File: config.mk
export PLATFORM = sky130hd
export DESIGN_NAME = sequence_reorder_buffer
export DESIGN_NICKNAME = d
export VERILOG_FILES = /design/src/sv/srb_pkg.sv /design/src/sv/srb_out_buf.sv /design/src/sv/sequence_reorder_buffer.sv
export VERILOG_INCLUDE_DIRS = /design/src /design/src/sv
export SDC_FILE = /design/constraint.sdc
export NUM_CORES = 1
export LEC_CHECK = 0
export BUFFER_PORTS_ARGS = -buffer_cell sky130_fd_sc_hd__clkbuf_2
export CAP_MARGIN = 20
export CORE_AREA = 2 2 245 223
export CTS_CLUSTER_SIZE = 10
export DETAILED_ROUTE_END_ITERATION = 12
export DIE_AREA = 0 0 247 225
export PLACE_DENSITY = 0.75
export SLEW_MARGIN = 25
export SYNTH_ARGS = -nofsm -noshare
export SYNTH_HDL_FRONTEND = slang
export SYNTH_SLANG_ARGS = --single-unit
File: constraint.sdc
create_clock -name clk -period 6.87 [get_ports clk]
set_input_delay 0.687 -clock clk [delete_from_list [all_inputs] [get_ports clk]]
set_output_delay 0.687 -clock clk [all_outputs]
set_load 0.03 [all_outputs]
File: src/sv/assert_macros.svh
// Assertion macros shared by the reorder buffer RTL.
// Depends on nothing; each macro takes the clock and active-low reset by name.
`ifndef ASSERT_MACROS_SVH
`define ASSERT_MACROS_SVH

// Same-cycle implication, disabled while reset is asserted.
`define ASSERT_IMP(lbl, clk, rst_n, ante, cons, msg) \
  lbl: assert property (@(posedge clk) disable iff (!rst_n) (ante) |-> (cons)) \
    else $error(msg);

// Next-cycle implication, disabled while reset is asserted.
`define ASSERT_NXT(lbl, clk, rst_n, ante, cons, msg) \
  lbl: assert property (@(posedge clk) disable iff (!rst_n) (ante) |=> (cons)) \
    else $error(msg);

`endif

File: src/sv/srb_pkg.sv
// Package for the sequence reorder buffer: field widths, status codes,
// and the result record passed from the sequencer to the output buffer.
package srb_pkg;

  localparam int SEQ_W      = 16;
  localparam int PLD_W      = 32;
  localparam int STATUS_W   = 2;
  localparam int RESULT_CAP = 16;
  localparam int CNT_W      = $clog2(RESULT_CAP + 1);

  localparam logic [STATUS_W-1:0] STS_RELEASED  = 2'd0;
  localparam logic [STATUS_W-1:0] STS_DONE      = 2'd1;
  localparam logic [STATUS_W-1:0] STS_OUT_OF_WIN = 2'd2;
  localparam logic [STATUS_W-1:0] STS_DUPLICATE = 2'd3;

  typedef struct packed {
    logic [PLD_W-1:0]    payload;
    logic [SEQ_W-1:0]    seq;
    logic [STATUS_W-1:0] status;
    logic                last;
  } res_t;

endpackage

File: src/sv/srb_out_buf.sv
// Two-entry result queue between the reorder sequencer and the output port.
// Depends on srb_pkg (res_t) and assert_macros.svh.
`include "assert_macros.svh"

module srb_out_buf (
  input  logic          clk,
  input  logic          rst_n,
  input  logic          push,
  input  srb_pkg::res_t push_data,
  output logic          push_ready,
  output logic          out_valid,
  input  logic          out_stall,
  output srb_pkg::res_t out_data
);

  srb_pkg::res_t ent_r [2];
  logic          wr_ptr_r, wr_ptr_nxt;
  logic          rd_ptr_r, rd_ptr_nxt;
  logic [1:0]    cnt_r, cnt_nxt;
  logic          pop;

  assign out_valid  = (cnt_r != 2'd0);
  assign push_ready = (cnt_r != 2'd2);
  assign out_data   = ent_r[rd_ptr_r];
  assign pop        = out_valid && !out_stall;

  always_comb begin
    wr_ptr_nxt = push ? ~wr_ptr_r : wr_ptr_r;
    rd_ptr_nxt = pop ? ~rd_ptr_r : rd_ptr_r;
    cnt_nxt    = cnt_r + {1'b0, push} - {1'b0, pop};
  end

  always_ff @(posedge clk) begin
    if (!rst_n) begin
      wr_ptr_r <= 1'b0;
      rd_ptr_r <= 1'b0;
      cnt_r    <= 2'd0;
    end else begin
      wr_ptr_r <= wr_ptr_nxt;
      rd_ptr_r <= rd_ptr_nxt;
      cnt_r    <= cnt_nxt;
    end
  end

  // Hold payload entries; no reset needed.
  always_ff @(posedge clk) begin
    if (push) begin
      ent_r[wr_ptr_r] <= push_data;
    end
  end

  `ASSERT_IMP(a_cnt_bound, clk, rst_n, 1'b1, cnt_r != 2'd3, "queue count out of range")
  `ASSERT_IMP(a_no_overflow, clk, rst_n, push, cnt_r != 2'd2, "push into a full queue")
  `ASSERT_NXT(a_pop_drains, clk, rst_n, pop && !push, cnt_r == $past(cnt_r) - 2'd1,
              "pop did not reduce the count")

endmodule

File: src/sv/sequence_reorder_buffer.sv
// Sequence reorder buffer top level: window sequencer and slot payload memory.
// Depends on srb_pkg, srb_out_buf and assert_macros.svh.
//
// Work items arrive out of order, each tagged with a 16-bit sequence number,
// and leave strictly in sequence order. An item whose distance from the
// expected number is below WINDOW_DEPTH is parked in a ring slot of the
// payload memory; every parked item that is now consecutive from the
// expected number is then released (status 0), at most 16 per request, the
// last one carrying last_of_run. A request outside the window (status 2) or
// aimed at an occupied slot (status 3) is dropped with one error result; a
// stop request gives one done result (status 1) carrying the expected number
// and leaves the window as it is. A stored request that completes no run
// gives no result. A request is taken in IDLE and evaluated in EVAL in the
// next cycle; a stop or an error is answered there. A stored item goes on
// to READ, which checks the head slot. Each released item is read in READ
// from the registered read port of the payload memory and emitted in EMIT,
// the read of the first one taking the place of the head check. Results go
// into a two-entry queue, so a stalled output does not hold the next request
// back until that queue is full. No clearing pass is needed after reset:
// slot occupancy lives in flip-flops that reset clears at once.
`include "assert_macros.svh"

module sequence_reorder_buffer #(
  parameter int WINDOW_DEPTH = 16,
  parameter int PAYLOAD_BITS = 32
) (
  input  logic                          clk,
  input  logic                          rst_n,
  // Request channel
  input  logic                          in_valid,
  output logic                          in_stall,
  input  logic                          in_kind,
  input  logic [srb_pkg::SEQ_W-1:0]     in_item_seq,
  input  logic [srb_pkg::PLD_W-1:0]     in_item_payload,
  // Result channel
  output logic                          out_valid,
  input  logic                          out_stall,
  output logic [srb_pkg::PLD_W-1:0]     out_payload,
  output logic [srb_pkg::SEQ_W-1:0]     out_seq,
  output logic [srb_pkg::STATUS_W-1:0]  out_status,
  output logic                          out_last_of_run
);

  localparam int SLOT_W = $clog2(WINDOW_DEPTH);
  localparam int EXT_W  = (PAYLOAD_BITS > srb_pkg::PLD_W) ? PAYLOAD_BITS : srb_pkg::PLD_W;

  // Window depth, last slot and last release count at the widths they are compared against.
  localparam logic [srb_pkg::SEQ_W-1:0] DEPTH_SEQ = WINDOW_DEPTH[srb_pkg::SEQ_W-1:0];
  localparam logic [SLOT_W:0]           DEPTH_SUM = WINDOW_DEPTH[SLOT_W:0];
  localparam logic [SLOT_W-1:0]         HEAD_LAST = SLOT_W'(WINDOW_DEPTH - 1);
  localparam logic [srb_pkg::CNT_W-1:0] CNT_LAST  = srb_pkg::CNT_W'(srb_pkg::RESULT_CAP - 1);

  // Sequencer states
  localparam logic [1:0] ST_IDLE = 2'd0;  // wait for a request
  localparam logic [1:0] ST_EVAL = 2'd1;  // classify, store or answer
  localparam logic [1:0] ST_READ = 2'd2;  // read the head slot
  localparam logic [1:0] ST_EMIT = 2'd3;  // release the head slot

  logic [1:0]                    state_r, state_nxt;
  logic [WINDOW_DEPTH-1:0]       slot_valid_r, slot_valid_nxt;
  logic [srb_pkg::SEQ_W-1:0]     exp_seq_r, exp_seq_nxt;
  logic [SLOT_W-1:0]             head_r, head_nxt;
  logic [srb_pkg::CNT_W-1:0]     rel_cnt_r, rel_cnt_nxt;

  // Latched request; payload registers carry no reset.
  logic                          req_kind_r;
  logic [srb_pkg::SEQ_W-1:0]     req_seq_r;
  logic [srb_pkg::PLD_W-1:0]     req_payload_r;

  // Slot payload memory: one write port, one registered read port.
  logic [PAYLOAD_BITS-1:0]       slot_mem [WINDOW_DEPTH];
  logic [PAYLOAD_BITS-1:0]       mem_rd_data_r;
  logic                          mem_we;
  logic                          mem_re;
  logic [EXT_W-1:0]              wr_ext;
  logic [EXT_W-1:0]              rd_ext;

  logic [srb_pkg::SEQ_W-1:0]     seq_dist;
  logic                          in_win;
  logic [SLOT_W:0]               slot_sum;
  logic [SLOT_W-1:0]             tgt_slot;
  logic [SLOT_W-1:0]             head_inc;
  logic                          run_last;

  logic                          res_push;
  logic                          res_ready;
  srb_pkg::res_t                 res;
  srb_pkg::res_t                 out_res;

  // Take a request only while the sequencer is idle.
  assign in_stall = (state_r != ST_IDLE);

  // Distance from the expected number, and the ring slot it lands in.
  assign seq_dist = req_seq_r - exp_seq_r;
  assign in_win   = (seq_dist < DEPTH_SEQ);
  assign slot_sum = {1'b0, head_r} + {1'b0, seq_dist[SLOT_W-1:0]};
  assign tgt_slot = (slot_sum >= DEPTH_SUM) ? SLOT_W'(slot_sum - DEPTH_SUM)
                                            : slot_sum[SLOT_W-1:0];
  assign head_inc = (head_r == HEAD_LAST) ? '0 : head_r + 1'b1;

  // A release ends the run when the next slot is empty or the cap is hit.
  assign run_last = !slot_valid_r[head_inc] || (rel_cnt_r == CNT_LAST);

  // Stored payloads are kept to PAYLOAD_BITS and leave as 32-bit words.
  assign wr_ext = EXT_W'(req_payload_r);
  assign rd_ext = EXT_W'(mem_rd_data_r);

  always_comb begin
    state_nxt      = state_r;
    slot_valid_nxt = slot_valid_r;
    exp_seq_nxt    = exp_seq_r;
    head_nxt       = head_r;
    rel_cnt_nxt    = rel_cnt_r;
    mem_we         = 1'b0;
    mem_re         = 1'b0;
    res_push       = 1'b0;
    res            = '0;
    unique case (state_r)
      ST_IDLE: begin
        if (in_valid) begin
          state_nxt = ST_EVAL;
        end
      end
      ST_EVAL: begin
        priority if (req_kind_r) begin
          // Stop: answer with the expected number, leave the window alone.
          res.seq    = exp_seq_r;
          res.status = srb_pkg::STS_DONE;
          res.last   = 1'b1;
          res_push   = res_ready;
        end else if (!in_win) begin
          res.seq    = req_seq_r;
          res.status = srb_pkg::STS_OUT_OF_WIN;
          res.last   = 1'b1;
          res_push   = res_ready;
        end else if (slot_valid_r[tgt_slot]) begin
          res.seq    = req_seq_r;
          res.status = srb_pkg::STS_DUPLICATE;
          res.last   = 1'b1;
          res_push   = res_ready;
        end else begin
          // Park the item, then try to drain from the head.
          mem_we                   = 1'b1;
          slot_valid_nxt[tgt_slot] = 1'b1;
          rel_cnt_nxt              = '0;
          state_nxt                = ST_READ;
        end
        if (res_push) begin
          state_nxt = ST_IDLE;
        end
      end
      ST_READ: begin
        if (slot_valid_r[head_r]) begin
          mem_re    = 1'b1;
          state_nxt = ST_EMIT;
        end else begin
          state_nxt = ST_IDLE;
        end
      end
      ST_EMIT: begin
        res.payload = rd_ext[srb_pkg::PLD_W-1:0];
        res.seq     = exp_seq_r;
        res.status  = srb_pkg::STS_RELEASED;
        res.last    = run_last;
        if (res_ready) begin
          // Release the head slot and advance the window.
          res_push               = 1'b1;
          slot_valid_nxt[head_r] = 1'b0;
          exp_seq_nxt            = exp_seq_r + 1'b1;
          head_nxt               = head_inc;
          rel_cnt_nxt            = rel_cnt_r + 1'b1;
          state_nxt              = run_last ? ST_IDLE : ST_READ;
        end
      end
      default: begin
        state_nxt = ST_IDLE;
      end
    endcase
  end

  always_ff @(posedge clk) begin
    if (!rst_n) begin
      state_r      <= ST_IDLE;
      slot_valid_r <= '0;
      exp_seq_r    <= '0;
      head_r       <= '0;
      rel_cnt_r    <= '0;
    end else begin
      state_r      <= state_nxt;
      slot_valid_r <= slot_valid_nxt;
      exp_seq_r    <= exp_seq_nxt;
      head_r       <= head_nxt;
      rel_cnt_r    <= rel_cnt_nxt;
    end
  end

  // Capture the request on acceptance.
  always_ff @(posedge clk) begin
    if (in_valid && !in_stall) begin
      req_kind_r    <= in_kind;
      req_seq_r     <= in_item_seq;
      req_payload_r <= in_item_payload;
    end
  end

  // Write in EVAL and read in READ never meet in one cycle.
  always_ff @(posedge clk) begin
    if (mem_we) begin
      slot_mem[tgt_slot] <= wr_ext[PAYLOAD_BITS-1:0];
    end
    if (mem_re) begin
      mem_rd_data_r <= slot_mem[head_r];
    end
  end

  srb_out_buf u_out_buf (
    .clk        (clk),
    .rst_n      (rst_n),
    .push       (res_push),
    .push_data  (res),
    .push_ready (res_ready),
    .out_valid  (out_valid),
    .out_stall  (out_stall),
    .out_data   (out_res)
  );

  assign out_payload     = out_res.payload;
  assign out_seq         = out_res.seq;
  assign out_status      = out_res.status;
  assign out_last_of_run = out_res.last;

  `ASSERT_IMP(a_push_state, clk, rst_n, res_push,
              (state_r == ST_EVAL) || (state_r == ST_EMIT), "result pushed outside EVAL/EMIT")
  `ASSERT_IMP(a_emit_valid, clk, rst_n, state_r == ST_EMIT, slot_valid_r[head_r],
              "release of an empty slot")
  `ASSERT_NXT(a_seq_advance, clk, rst_n, (state_r == ST_EMIT) && res_push,
              (exp_seq_r == $past(exp_seq_r) + 1'b1) && !slot_valid_r[$past(head_r)],
              "release did not advance the window")
  `ASSERT_IMP(a_cap, clk, rst_n, state_r == ST_EMIT, rel_cnt_r <= CNT_LAST,
              "release count beyond the cap")
  `ASSERT_IMP(a_head_range, clk, rst_n, 1'b1, head_r <= HEAD_LAST, "head slot out of range")

endmodule

==> key figures <==
Outcome
  – Outcome: completed

Critical path
  – Worst path depth: 15
  – CP Class: reg2reg
  – Cell family with most CP delay: simple AND/OR/NAND/NOR gates
  – Critical Path AT: 5780 ps
  – CP max-delay cell: nor2_4
  – Worst Setup EP: slot_mem[13][22]
  – Setup crit end kind: register
  – R2R Setup Slk: 1380 ps
  – Req. time, crit path: 7150 ps
  – Crit path launch type: register
  – Cells on worst reg2reg path: 15
  – Crit path max fanout: 23
  – CP peak stage delay: 660 ps
  – Reg-to-Reg Start: req_seq_r[0]
  – FF-to-FF End: slot_mem[13][22]
  – CP bufs+invs: 4
  – Critical path launch point: req_seq_r[0]
  – CP cell instances: inv_1 > ha_1 > fa_1 > inv_1 > ha_1 > a21o_1 > a21oi_1 > xor2_1 > mux4_2 > nor2_1 > nor4b_4 > buf_4 > nand3_1 > nor2_4 > buf_4

Route
  – DRT iter0 DRCs: 1,611
  – Vias per std cell: 6.28
  – DR pass1 iterations: 5
  – Post-Route WL: 65,400 um
  – Post-route DRC: 0
  – Routed Antenna Nets: 0
  – Routed len/inst: about 28 um
  – Vias: 14,884

Global routing
  – Tot GR Track Use: 0.241
  – Initial antenna violation count: 0
  – Number of global-route vias before repair: roughly 15,000
  – First-pass GRT wire length: around 97,000 um
  – Largest net degree at the start of global routing: 73
  – Global route overflow: 0

Timing
  – Slew @ Worst Pin: ~990 ps
  – Max-slew headroom: 0.341
  – Tcrit/Tclk final: 0.800
  – Final setup violation count: 0
  – Final min period: around 5500 ps
  – Min Hold Slack: 232 ps
  – Clock Skew: roughly 39 ps
  – Final hold viol count: 0
  – Unrepaired setup endpoints after global routing: false
  – Setup tns final: 0 ps
  – Fmax: around 180 MHz
  – Final slew viol count: 0

Clock network
  – TritonCTS clock tree: built
  – Worst-Skew Late Latency: 630 ps
  – Clock Tree Buf Depth: 3
  – Postcts setup bufs: 0
  – H-tree Lvls: 3
  – CTS Buf Count: 85
  – Clock root cell: clkbuf_16
  – Reg clk slew, reported paths: about 50 ps
  – Post-CTS Resized: 0
  – Clock sink total: about 740
  – Hold_buf cts: 0

Logic synthesis
  – Flops & latches, synth: 743
  – Post-synth top flop: edfxtp_1
  – Sequential fraction of the synthesis area: 0.742
  – Mapped Area: 0.0294 mm^2
  – Cell with the most instances after synthesis: edfxtp_1
  – Post-synth EDFFs: 695
  – Synth cell count leaders: edfxtp_1 (695), mux4_2 (174), nor2_1 (76)
  – Post-synthesis cell count: 1,501
  – Synth top area cells: edfxtp_1 (71%), mux4_2 (13%), dfxtp_1 (3.3%)
  – Biggest area consumer among synthesized cells: edfxtp_1
  – Synth unique cells: 55
  – Yosys warns: 0
  – Avg Inst Size Synth: 19.6 um^2
  – Top cell type's share of synthesized area: 0.709
  – Syn_nets: 1,583
  – Synth async-reset ratio: 0

Flow run
  – Max Cap Viol: 0

Layout
  – Share of cells above drive strength 1: 0.296
  – Final instance area: 0.0335 mm^2
  – # fillers: 3,469
  – Area grow syn2layout: 13.7%
  – Antenna diode count: 0
  – Post-layout nets: approximately 1,700

Placement
  – Post-DP Area: 0.0310 mm^2
  – Input/output buffers: about 110
  – HPWL after detailed placement: approximately 39,000 um
  – Gpl congestion: roughly 0.9

Floorplanning
  – Die Ht: roughly 230 um
  – Row cnt: 80
  – Core box area: approximately 0.053 mm^2
  – Die Wd: 247 um
  – Die footprint: 0.0556 mm^2
  – Io pins: 106
  – Starting density of the core: 0.558

Power and ir drop
  – PD cells: 290 mW/mm^2
  – P_leak: 0.0107 uW
  – Max IR drop VDD: around 260 uV

Worst hold path
  – Worst hold path type: in2reg
[registers in the layout, summed over array words and instances, names as in the netlist, named ones only]
signal / flops
rel_cnt_r: 5
req_seq_r: 16
head_r: 4
req_payload_r: 32
u_out_buf.wr_ptr_r: 1
u_out_buf.ent_r: 102
slot_mem: 512
mem_rd_data_r: 32
u_out_buf.cnt_r: 2
state_r: 2
exp_seq_r: 16
slot_valid_r: 16
req_kind_r: 1
u_out_buf.rd_ptr_r: 1
[layout make-up]
cell class                 instances  area [um^2]  share of cell area
sequential                       743        21800               0.653
clock buffer                     101         2210              0.0660
inverter                          41          154             0.00460
multi-input combinational        643         7290               0.218
clock inverter                     9          120             0.00359
timing repair buffer             137          972              0.0291
tap                              697          872              0.0261
[power by group]
group / internal [uW] / leakage (uW) / total, uW / switching, uW
clock network: 2250 / 0.00113 / 3910 / 1660
logic: 222 / 0.00289 / 656 / 435
registers: 5040 / 0.00669 / 5130 / 97.2
[worst reg2reg max path, cell delays in order, from the launching register on]
cell      delay, ps
edfxtp_1        370
inv_1            60
ha_1            210
fa_1            540
inv_1            60
ha_1            270
a21o_1          160
a21oi_1         240
xor2_1          450
mux4_2          650
nor2_1          120
nor4b_4         190
buf_4           300
nand3_1         440
nor2_4          660
buf_4           460
[per-layer routing]
metal	up-vias	share of wire	track usage
li1	6333	-	-
met4	0	0.022	0.0657
met5	-	0	0
met3	117	0.082	0.0587
met1	7732	0.40	0.333
met2	702	0.50	0.389
[worst min path at each step]
stage | from | to | slack [ps] | cells past startpoint
floorplan | u_out_buf.wr_ptr_r | u_out_buf.wr_ptr_r | 450 | 2
global placement | u_out_buf.wr_ptr_r | u_out_buf.wr_ptr_r | 480 | 2
detailed placement | u_out_buf.wr_ptr_r | u_out_buf.wr_ptr_r | 490 | 2
CTS | in_item_payload[25] | req_payload_r[25] | 200 | 1
global route | in_item_payload[1] | req_payload_r[1] | 200 | 1
finish | in_item_payload[1] | req_payload_r[1] | 230 | 1
[per-stage QoR]
| stage | total power (uW) | worst slack [ps] | instances | utilization |
|---|---|---|---|---|
| 3_5_place_dp | 5890 | 1440 | 2258 | 0.589 |
| 5_1_grt | 10000 | 1080 | 2371 | 0.634 |
| 6_report | 9700 | 1380 | 2371 | 0.634 |
| 2_1_floorplan | 5650 | 253 | 1501 | - |
| 4_1_cts | 9780 | 1330 | 2368 | 0.633 |
| 3_3_place_gp | 5880 | 1490 | 2249 | 0.585 |
[cell families after synthesis]
| logic type | count (synthesis) | synth area share |
|---|---|---|
| flip-flops | 743 | 0.742 |
| multiplexers | 229 | 0.154 |
| AND/OR/NAND/NOR | 222 | 0.0379 |
| AO/OA/AOI/OAI | 129 | 0.0280 |
| buffers and inverters | 115 | 0.0150 |
| XOR/XNOR | 34 | 0.0101 |
| adder cells (fa/ha/maj) | 29 | 0.0128 |
[placed cells by master, fill, tap and decap left out, drive strengths merged, types with 6 or more instances in the layout]
cell / instances
a211oi: 6
a21oi: 44
nand3: 24
nand2b: 6
buf: 32
nor2: 77
clkinv: 6
ha: 27
mux4: 174
edfxtp: 695
mux2: 51
inv: 43
dfxtp: 48
nor2b: 8
o21a: 7
xnor2: 24
o21ai: 34
clkbuf: 206
xor2: 10
nand2: 39
a22o: 15
and3: 39
No activity file was read; power rests on OpenSTA's default activity.
